==> config.mk <==
export PLATFORM = sky130hd
export DESIGN_NAME = tlv_block_stream_parser_core_flat
export DESIGN_NICKNAME = d
export VERILOG_FILES = /design/src/rtl/core/tlvp_pkg.sv /design/src/rtl/core/tlvp_in_if.sv /design/src/rtl/core/tlvp_out_if.sv /design/src/rtl/core/tlv_block_stream_parser_core.sv /design/src/flat_wrapper.sv
export SDC_FILE = /design/constraint.sdc
export NUM_CORES = 1
export LEC_CHECK = 0
export ABC_AREA = 0
export BUFFER_PORTS_ARGS = -buffer_cell sky130_fd_sc_hd__buf_2
export CORE_ASPECT_RATIO = 0.6
export CORE_MARGIN = 2
export CORE_UTILIZATION = 43
export DETAILED_ROUTE_END_ITERATION = 8
export GPL_TIMING_DRIVEN = 0
export PLACE_DENSITY_LB_ADDON = 0.08
export SYNTH_ARGS = -nofsm -noshare
export SYNTH_HDL_FRONTEND = slang
export SYNTH_SLANG_ARGS = --single-unit
==> constraint.sdc <==
create_clock -name clk -period 3 [get_ports clk]
set_input_delay 0.6 -clock clk [delete_from_list [all_inputs] [get_ports clk]]
set_output_delay 0.6 -clock clk [all_outputs]
set_load 0.01 [all_outputs]
==> src/rtl/core/tlvp_pkg.sv <==
`default_nettype none
// ----------------------------------------------------------------------------
// tlvp_pkg
// Types and constants for the TLV block stream parser: parser phases, event
// codes and the special byte values of the block format.
// ----------------------------------------------------------------------------
package tlvp_pkg;

    localparam logic [7:0] NULL_BYTE = 8'h00;
    localparam logic [7:0] TERM_BYTE = 8'hFE;
    localparam logic [7:0] LONG_LEN  = 8'hFF;

    typedef enum logic [2:0] {
        PH_TYPE  = 3'd0,
        PH_LEN   = 3'd1,
        PH_LENHI = 3'd2,
        PH_LENLO = 3'd3,
        PH_VALUE = 3'd4,
        PH_STOP  = 3'd5
    } phase_t;

    typedef enum logic [2:0] {
        EV_HEADER = 3'd0,
        EV_VALUE  = 3'd1,
        EV_EMPTY  = 3'd2,
        EV_TERM   = 3'd3,
        EV_TRUNC  = 3'd4,
        EV_IGNORE = 3'd5
    } event_t;

endpackage
`default_nettype wire

==> src/rtl/core/tlvp_in_if.sv <==
`default_nettype none
// ----------------------------------------------------------------------------
// tlvp_in_if
// Byte channel into the parser: one raw area byte and its last-byte flag per
// transaction.
// ----------------------------------------------------------------------------
interface tlvp_in_if;

    logic       valid;
    logic       ready;
    logic [7:0] data_byte;
    logic       area_last;

    modport source (output valid, output data_byte, output area_last, input ready);
    modport sink   (input valid, input data_byte, input area_last, output ready);

endinterface
`default_nettype wire

==> src/rtl/core/tlvp_out_if.sv <==
`default_nettype none
// ----------------------------------------------------------------------------
// tlvp_out_if
// Event channel out of the parser: one parse event per transaction.
// ----------------------------------------------------------------------------
interface tlvp_out_if;

    logic        valid;
    logic        ready;
    logic [2:0]  event_res;
    logic [7:0]  block_type;
    logic [7:0]  value_byte;
    logic [15:0] value_index;
    logic        block_last;
    logic        sequence_ok;

    modport source (
        output valid, output event_res, output block_type, output value_byte,
        output value_index, output block_last, output sequence_ok, input ready
    );
    modport sink (
        input valid, input event_res, input block_type, input value_byte,
        input value_index, input block_last, input sequence_ok, output ready
    );

endinterface
`default_nettype wire

==> src/rtl/core/tlv_block_stream_parser_core.sv <==
`default_nettype none
// ----------------------------------------------------------------------------
// tlv_block_stream_parser_core
// Splits a stream of tag memory bytes into TLV blocks and reports one event
// per byte: header, value, empty block, terminator, truncation or ignored.
// ----------------------------------------------------------------------------
//  channel  | dir | payload                                          | flow
//  bytes    | in  | data_byte, area_last                             | valid/ready
//  events   | out | event_res, block_type, value_byte, value_index,  | valid/ready
//           |     | block_last, sequence_ok                          |
//
//  One byte in, one event out; a byte is taken every cycle while the event channel does not stall.
//  The parser state and the event register update at the edge that takes the byte.
//  A byte is taken whenever the event register is empty or being drained.
//  Reset puts the parser in the expect-type phase with an empty event register.
// ----------------------------------------------------------------------------
module tlv_block_stream_parser_core
    import tlvp_pkg::*;
(
    input  wire logic   clk,
    input  wire logic   rst_n,
    tlvp_in_if.sink     bytes,
    tlvp_out_if.source  events
);

    phase_t      phase_reg,  phase_next;
    logic [7:0]  type_reg,   type_next;
    logic [7:0]  len_hi_reg, len_hi_next;
    logic [15:0] left_reg,   left_next;
    logic [15:0] pos_reg,    pos_next;

    logic        valid_reg;
    event_t      ev_reg,     ev_next;
    logic [7:0]  btype_reg,  btype_next;
    logic [7:0]  vbyte_reg,  vbyte_next;
    logic [15:0] vindex_reg, vindex_next;
    logic        blast_reg,  blast_next;
    logic        ok_reg,     ok_next;

    logic        accept;
    logic [15:0] len_val;

    assign bytes.ready = !valid_reg || events.ready;
    assign accept      = bytes.valid && bytes.ready;

    assign len_val = (phase_reg == PH_LEN) ? {8'd0, bytes.data_byte}
                                           : {len_hi_reg, bytes.data_byte};

    always_comb
    begin
        phase_next  = phase_reg;
        type_next   = type_reg;
        len_hi_next = len_hi_reg;
        left_next   = left_reg;
        pos_next    = pos_reg;
        ev_next     = EV_HEADER;
        btype_next  = 8'd0;
        vbyte_next  = 8'd0;
        vindex_next = 16'd0;
        blast_next  = 1'b0;
        ok_next     = 1'b0;

        case (phase_reg)
            PH_TYPE:
            begin
                if (bytes.data_byte == NULL_BYTE)
                begin
                    ev_next = EV_HEADER;
                end
                else if (bytes.data_byte == TERM_BYTE)
                begin
                    ev_next    = EV_TERM;
                    btype_next = TERM_BYTE;
                    phase_next = PH_STOP;
                end
                else
                begin
                    type_next  = bytes.data_byte;
                    btype_next = bytes.data_byte;
                    phase_next = PH_LEN;
                end
            end
            PH_LEN, PH_LENLO:
            begin
                btype_next = type_reg;
                if (phase_reg == PH_LEN && bytes.data_byte == LONG_LEN)
                begin
                    phase_next = PH_LENHI;
                end
                else if (len_val == 16'd0)
                begin
                    ev_next    = EV_EMPTY;
                    blast_next = 1'b1;
                    phase_next = PH_TYPE;
                end
                else
                begin
                    left_next  = len_val;
                    pos_next   = 16'd0;
                    phase_next = PH_VALUE;
                end
            end
            PH_LENHI:
            begin
                len_hi_next = bytes.data_byte;
                btype_next  = type_reg;
                phase_next  = PH_LENLO;
            end
            PH_VALUE:
            begin
                ev_next     = EV_VALUE;
                btype_next  = type_reg;
                vbyte_next  = bytes.data_byte;
                vindex_next = pos_reg;
                blast_next  = (left_reg == 16'd1);
                left_next   = left_reg - 16'd1;
                pos_next    = pos_reg + 16'd1;
                if (left_reg == 16'd1)
                begin
                    phase_next = PH_TYPE;
                end
            end
            PH_STOP:
            begin
                ev_next = EV_IGNORE;
            end
            default:
            begin
                // recover to the start state
                phase_next  = PH_TYPE;
                type_next   = 8'd0;
                len_hi_next = 8'd0;
                left_next   = 16'd0;
                pos_next    = 16'd0;
                ev_next     = EV_IGNORE;
            end
        endcase

        if (bytes.area_last)
        begin
            if (phase_next == PH_STOP)
            begin
                ok_next = 1'b1;
            end
            else if (phase_next != PH_TYPE)
            begin
                ev_next     = EV_TRUNC;
                btype_next  = type_next;
                vbyte_next  = bytes.data_byte;
                vindex_next = 16'd0;
                blast_next  = 1'b0;
                ok_next     = 1'b0;
            end
            phase_next  = PH_TYPE;
            type_next   = 8'd0;
            len_hi_next = 8'd0;
            left_next   = 16'd0;
            pos_next    = 16'd0;
        end
    end

    always_ff @(posedge clk or negedge rst_n)
    begin
        if (!rst_n)
        begin
            phase_reg  <= PH_TYPE;
            type_reg   <= 8'd0;
            len_hi_reg <= 8'd0;
            left_reg   <= 16'd0;
            pos_reg    <= 16'd0;
            valid_reg  <= 1'b0;
        end
        else
        begin
            if (accept)
            begin
                phase_reg  <= phase_next;
                type_reg   <= type_next;
                len_hi_reg <= len_hi_next;
                left_reg   <= left_next;
                pos_reg    <= pos_next;
                valid_reg  <= 1'b1;
            end
            else if (events.ready)
            begin
                valid_reg <= 1'b0;
            end
        end
    end

    always_ff @(posedge clk)
    begin
        if (accept)
        begin
            ev_reg     <= ev_next;
            btype_reg  <= btype_next;
            vbyte_reg  <= vbyte_next;
            vindex_reg <= vindex_next;
            blast_reg  <= blast_next;
            ok_reg     <= ok_next;
        end
    end

    assign events.valid       = valid_reg;
    assign events.event_res   = ev_reg;
    assign events.block_type  = btype_reg;
    assign events.value_byte  = vbyte_reg;
    assign events.value_index = vindex_reg;
    assign events.block_last  = blast_reg;
    assign events.sequence_ok = ok_reg;

    a_area_end_restart: assert property (@(posedge clk) disable iff (!rst_n)
        accept && bytes.area_last |=> phase_reg == PH_TYPE && pos_reg == 16'd0)
        else $error("parser not back at start after area end");

    a_ok_only_when_stopped: assert property (@(posedge clk) disable iff (!rst_n)
        valid_reg && ok_reg |-> ev_reg == EV_TERM || ev_reg == EV_IGNORE)
        else $error("sequence_ok without terminator event");

    a_last_only_on_block_end: assert property (@(posedge clk) disable iff (!rst_n)
        valid_reg && blast_reg |-> ev_reg == EV_VALUE || ev_reg == EV_EMPTY)
        else $error("block_last on non-completing event");

    a_value_left_nonzero: assert property (@(posedge clk) disable iff (!rst_n)
        phase_reg == PH_VALUE |-> left_reg != 16'd0)
        else $error("value phase with no bytes left");

    a_index_only_on_value: assert property (@(posedge clk) disable iff (!rst_n)
        valid_reg && vindex_reg != 16'd0 |-> ev_reg == EV_VALUE)
        else $error("value_index set on non-value event");

endmodule
`default_nettype wire

==> src/flat_wrapper.sv <==
// flat-port wrapper written by rule: the top's interface ports become plain ports
module tlv_block_stream_parser_core_flat import tlvp_pkg::*;
  (clk, rst_n, bytes_valid, bytes_data_byte, bytes_area_last, bytes_ready, events_valid, events_event_res, events_block_type, events_value_byte, events_value_index, events_block_last, events_sequence_ok, events_ready);
  tlvp_in_if bytes_i ();
  tlvp_out_if events_i ();
  input  wire logic clk;
  input  wire logic rst_n;
  input wire logic [$bits(bytes_i.valid)-1:0] bytes_valid;
  input wire logic [$bits(bytes_i.data_byte)-1:0] bytes_data_byte;
  input wire logic [$bits(bytes_i.area_last)-1:0] bytes_area_last;
  output wire logic [$bits(bytes_i.ready)-1:0] bytes_ready;
  output wire logic [$bits(events_i.valid)-1:0] events_valid;
  output wire logic [$bits(events_i.event_res)-1:0] events_event_res;
  output wire logic [$bits(events_i.block_type)-1:0] events_block_type;
  output wire logic [$bits(events_i.value_byte)-1:0] events_value_byte;
  output wire logic [$bits(events_i.value_index)-1:0] events_value_index;
  output wire logic [$bits(events_i.block_last)-1:0] events_block_last;
  output wire logic [$bits(events_i.sequence_ok)-1:0] events_sequence_ok;
  input wire logic [$bits(events_i.ready)-1:0] events_ready;
  assign bytes_i.valid = bytes_valid;
  assign bytes_i.data_byte = bytes_data_byte;
  assign bytes_i.area_last = bytes_area_last;
  assign bytes_ready = bytes_i.ready;
  assign events_valid = events_i.valid;
  assign events_event_res = events_i.event_res;
  assign events_block_type = events_i.block_type;
  assign events_value_byte = events_i.value_byte;
  assign events_value_index = events_i.value_index;
  assign events_block_last = events_i.block_last;
  assign events_sequence_ok = events_i.sequence_ok;
  assign events_i.ready = events_ready;
  tlv_block_stream_parser_core u_core (.clk(clk), .rst_n(rst_n), .bytes(bytes_i), .events(events_i));
endmodule
Word-level counts from Yosys, hierarchy flattened
Index checks and enable logic that the tools add are counted.
W data, S select, Z words.
- flip-flop bits (word level): 89
- input bits: 13
- output and inout bits: 39
- logic and storage cells: 96
- $add $sub $neg: 2
- equality and inequality tests: 13
- mux-type cells: 53
- reductions and logical operators: 16
- operator list (kind ; number):
    $mux W16 ; 11
    $mux W8 ; 13
    $pmux W16 S3 ; 2
    $pmux W8 S2 ; 3
    $mux W3 ; 11
    $add A16 B1 Y16 const B ; 1
    $eq A16 B1 Y1 const B ; 1
    $eq A8 B8 Y1 const B ; 2
    $logic_not A16 Y1 ; 1
    $sub A16 B1 Y16 const B ; 1
    $pmux W3 S5 ; 1
    $pmux W3 S4 ; 1
    $reduce_or A5 Y1 ; 2
    $eq A3 B3 Y1 const B ; 3
    $logic_not A8 Y1 ; 1
    $mux W1 ; 8
    $eq A3 B2 Y1 const B ; 2
    $ne A3 B3 Y1 const B ; 2
    $mux W2 ; 2
    $ne A2 B1 Y1 const B ; 2
    $reduce_and A4 Y1 ; 1
    $reduce_or A4 Y1 ; 1
    $eq A3 B1 Y1 const B ; 1
    $logic_not A3 Y1 ; 1
    other kinds (9) ; 10

Logic depth before layout (Yosys ltp)
- depth in word-level cells: 10
- depth in mapped cells: 9
- mapped depth without buffers: 7

Least setup slack after synthesis
No wires, ideal clock.
- path kind: in2reg
- start: in events_ready
- end: reg u_core.phase_reg[0]
- setup time: 83 ps
- arrival: 2619 ps
- data required time: 2917 ps
- path slack: 298 ps
- stages on the path: 6
- path buffers: 1
- cells stage by stage: nand2b_1 nand2_1 inv_1 clkbuf_1 o2111ai_1 o21ai_0
- longest elaborated chain between the ends: 2
- ends and longest elaborated chain (what ; line ; RTL):
    from (decl) ; flat_wrapper.sv:19 ; input wire logic [$bits(events_i.ready)-1:0] events_ready;
    $logic_or A1 B1 Y1 ; tlv_block_stream_parser_core.sv:43 ; assign bytes.ready = !valid_reg || events.ready;
    $logic_and A1 B1 Y1 ; tlv_block_stream_parser_core.sv:44 ; assign accept = bytes.valid && bytes.ready;
    net u_core.accept ; tlv_block_stream_parser_core.sv:40 ; logic accept;
    to (signal assigned) ; tlv_block_stream_parser_core.sv:177 ; phase_reg <= phase_next;
    to (decl) ; tlv_block_stream_parser_core.sv:26 ; phase_t phase_reg, phase_next;
The timed path passes the listed nets, and every way through them passes these cells.
A chain may end at the register's enable or synchronous reset.

Worst setup path after layout
- start: reg u_core.len_hi_reg[0]
- end: reg u_core.left_reg[11]
- longest elaborated chain between the ends: 4
- ends and longest elaborated chain (what ; line ; RTL):
    from (decl) ; tlv_block_stream_parser_core.sv:28 ; logic [7:0] len_hi_reg, len_hi_next;
    from (signal assigned) ; tlv_block_stream_parser_core.sv:179 ; len_hi_reg <= len_hi_next;
    $mux W16 ; tlv_block_stream_parser_core.sv:46 ; assign len_val = (phase_reg == PH_LEN) ? {8'd0, bytes.data_byte}
    $logic_not A16 Y1 ; tlv_block_stream_parser_core.sv:90 ; else if (len_val == 16'd0)
    $ne A3 B3 Y1 (no source line) ; - ;
    $reduce_and A4 Y1 (no source line) ; - ;
    to (signal assigned) ; tlv_block_stream_parser_core.sv:180 ; left_reg <= left_next;
    to (decl) ; tlv_block_stream_parser_core.sv:29 ; logic [15:0] left_reg, left_next;
No other way between the ends.

==> summary by stage <==
Synth
The flop and latch count out of synthesis is 89. The share of synthesized area in the top cell type comes to 27.4%. The synthesized design spends more area on one cell type than any other, namely dfrtp_1. In the synthesized netlist the dominant register cell turns out to be dfrtp_1.

The number of different library cells in the post-synthesis netlist is 60. The synthesized area per cell is 9.83 um^2. The net count of the mapped netlist is 499. The area of the mapped netlist is 4750 um^2. The share of synthesized flip-flops with an asynchronous set or reset is 58.4%. After technology mapping, the gate count stands at 483. Yosys attributes the largest share of cell area to dfrtp_1 (27%), edfxtp_1 (23%), o21ai_0 (6.1%).

The share of the Yosys chip area taken by registers is 50.8%. The Yosys step of the flow raised 0 warnings. The number of enable flip-flop cells after synthesis is 37.

STA
Derived from the worst setup path, the maximum achievable clock frequency is 361 MHz. Setup slack on the critical path of the routed design comes to 0.228 ns. Setup violations remaining at the end of the flow were counted as 0. The minimum clock period is 2.77 ns.

The fraction of the cycle the final worst path needs is 92.4%. The setup clock skew after layout is 0.00589 ns. In this run the tightest slew margin relative to its limit is 17.1%. The setup total negative slack is 0 ns. Setup repair after global routing left no endpoint under its margin.

The final count of pins violating max slew was 0. For the pin with the worst max-slew slack, the measured transition is 1.24 ns. The number of endpoints with negative hold slack in the final report is 0.

Drt
The first detailed-routing pass ran for 5 iterations. Summed over all layers, the routed wires come to 13.5 mm. After detailed routing, the number of vias per cell comes to 6.06. Once detail routing completed, the nets flagged for antenna violations numbered 0. In the final routed layout, each cell accounts on average for 19.8 um. In the routed design, unresolved DRC markers number 0. The first-iteration detailed-routing DRC count is 418. For this block, the via count after detailed routing is 4,140.

CTS
The insertion delay of the later-clocked pin in the worst-skew pair is 0.34 ns. The clock passes through at most 2 buffers. Once the clock tree was built, the setup fixing pass inserted 0 buffers. The total clock buffers created by CTS is 9. The number of clock sinks is 89. TritonCTS built the clock tree.

The cell chosen for the clock root is clkbuf_16. The number of hold buffers added after CTS is 0. The clock-pin slew of the registers on the worst-case setup and hold paths is 0.06 ns. The H-tree level count is 3.

Worst setup path
The number of cell instances on the worst register-to-register path is 6. The capturing point of the worst reg2reg path is u_core.left_reg[11]$_DFFE_PN0P_. The type of the setup path with the least slack is register to register. The startpoint of the most critical setup path is u_core.len_hi_reg[0]$_DFFE_PN0P_. The kind of start point of the critical path is a register.

The startpoint of the worst-slack reg-to-reg timing path is u_core.len_hi_reg[0]$_DFFE_PN0P_. Along the worst path, the maximum fanout reaches 10. Data on the critical path is required at its endpoint by 3.21 ns. At the worst endpoint, the arrival time is 2.98 ns. The slack of the worst reg-to-reg path is 0.23 ns.

The kind of end point of the critical path is a register. The critical path ends at u_core.left_reg[11]$_DFFE_PN0P_.

Global route
After global routing the overflow that remains totals 0. Global routing consumed, on the met1 layer, 38.4% of the routing resources. For this run, global-route usage on met2 was measured as 31.0%. The met3 layer usage reported by global route is 6.04%. The number of global-route vias before repair was 3,822. The first global-routing pass estimated 21.7 mm of wire.

The routing layer with the top usage in global route is met1. The pin count of the biggest net entering global routing is 53. The combined global-route utilization of all metal layers is 23.5%. The number of antenna violations at the first check in global routing came to 0.

Place
Detailed placement ended at an HPWL of 9.77 mm. Buffers placed on the I/O ports in this run total 44. OpenSTA, run right after detailed placement, puts the worst setup slack at -0.0417 ns. At the end of routability-driven placement, the weighted congestion stood at 0.942.

Floorplanning
The die area is 11,900 um^2. In this run the core area contains 29 standard-cell rows. The vertical die dimension is 85.4 um.

During I/O placement, the number of pins put on the boundary was 52. In this run the horizontal extent of the chip is 140 um. The initial core utilization is 44.5%.

The region available for standard cell placement spans 10,700 um^2.

Pwr
Summed over all cells, the static leakage comes to 2.24 nW. Dividing total power by cell area gives a power density of 697 nW/um^2. The worst supply voltage drop on vdd is 0.350 mV. The final total power is 3.79 mW.

Min path
In this run the worst hold path is classified as primary input to register.

Cells and area
The number of antenna repair diodes is 0. The final net count is 555. Compared with the post-synthesis result, the final layout area differs by 14.6%. The post-route netlist has 18.0% of its cells at a drive strength greater than 1. The most common cell after layout, fill and taps aside is o21ai_0. Leaving out fill and tap cells, the most frequent cells in the layout are o21ai_0 (58), dfrtp_1 (52), buf_2 (49).

Run
Max-cap violations in this run came to 0.

Run status
The run finished with clean final reports.
## power breakdown
part	total [mW]	internal (mW)	switching, mW
registers	1.56	1.45	0.114
clock network	1.02	0.554	0.465
logic	1.21	0.417	0.794
total	3.79	2.42	1.37
## synthesized netlist by cell type (all sizes together), types with 3 or more instances
cell    number
o21ai       58
dfrtp       52
nor2        42
edfxtp      37
nand2       36
nand3       29
a21oi       28
clkbuf      19
nor3        18
and3        17
nor4        13
xnor2       13
buf         11
inv         11
mux2i        9
a22oi        8
a31oi        8
nor2b        8
nand2b       7
and2         6
o21a         5
o21bai       5
ha           3
nand4        3
or2          3
or4          3
## cell families (layout without fill, tap and decap cells)
logic type | Yosys count | after routing | share of synthesized area (%)
AOI/OAI and AO/OA | 131 | 131 | 17.0
xor gates and xnor gates | 13 | 13 | 2.40
adders and majority gates | 3 | 3 | 0.791
buffers and inverters | 41 | 102 | 4.98
DFF | 89 | 89 | 50.8
muxes | 11 | 11 | 2.45
and+or+nand+nor | 195 | 195 | 21.5
## how the worst min path moves through the flow
stage | from | cells after the start | slack (ns) | to
global placement | u_core.left_reg[13]$_DFFE_PN0P_ | 2 | 0.49 | u_core.left_reg[13]$_DFFE_PN0P_
CTS | bytes_valid | 2 | 0.47 | u_core.events.valid$_DFFE_PN0P_
detailed placement | u_core.left_reg[13]$_DFFE_PN0P_ | 2 | 0.49 | u_core.left_reg[13]$_DFFE_PN0P_
finish | bytes_valid | 2 | 0.47 | u_core.events.valid$_DFFE_PN0P_
floorplan | rst_n | 0 | 0.30 | u_core.events.valid$_DFFE_PN0P_
global route | bytes_valid | 2 | 0.50 | u_core.events.valid$_DFFE_PN0P_
## metal layers
layer  part of all wire, %  vias to the layer above
met5                     0                        -
met4                  0.76                        0
met3                   9.3                       14
met2                    39                      202
met1                    51                     2038
li1                      -                     1886
## critical path, stage by stage (launching register included)
cell	delay, ns
dfrtp_1	0.40
nor4_1	0.67
a21oi_1	0.26
o221ai_2	0.54
buf_2	0.34
buf_2	0.29
o21ai_0	0.14
## metrics by stage
stage | cell area, um^2 | hold WS (ns) | cells | utilization (%)
2_1_floorplan | 4750 | 0.304 | 483 | -
6_report | 5440 | 0.468 | 683 | 51.0
5_1_grt | 5440 | 0.497 | 683 | 51.0
3_3_place_gp | 5140 | 0.487 | 666 | 48.2
4_1_cts | 5430 | 0.469 | 683 | 50.9
3_5_place_dp | 5160 | 0.492 | 667 | 48.4
## final cells by class
| class | instances | area (um^2) |
|---|---|---|
| plain buffers | 30 | 196 |
| clock buffers | 10 | 229 |
| clock inverters | 6 | 35.0 |
| fillers | 1016 | 5230 |
| inverters | 11 | 41.3 |
| multi-input cells | 353 | 2110 |
| flip-flops and latches | 89 | 2410 |
| well taps | 139 | 174 |
| repair buffers | 45 | 240 |
## what timing repair did
item / CTS / global route
setup endpoints to repair: 0 / 17
hold endpoints to repair: 0 / 0
resized for setup: 0 / 2
No activity file was read; power rests on OpenSTA's default activity.
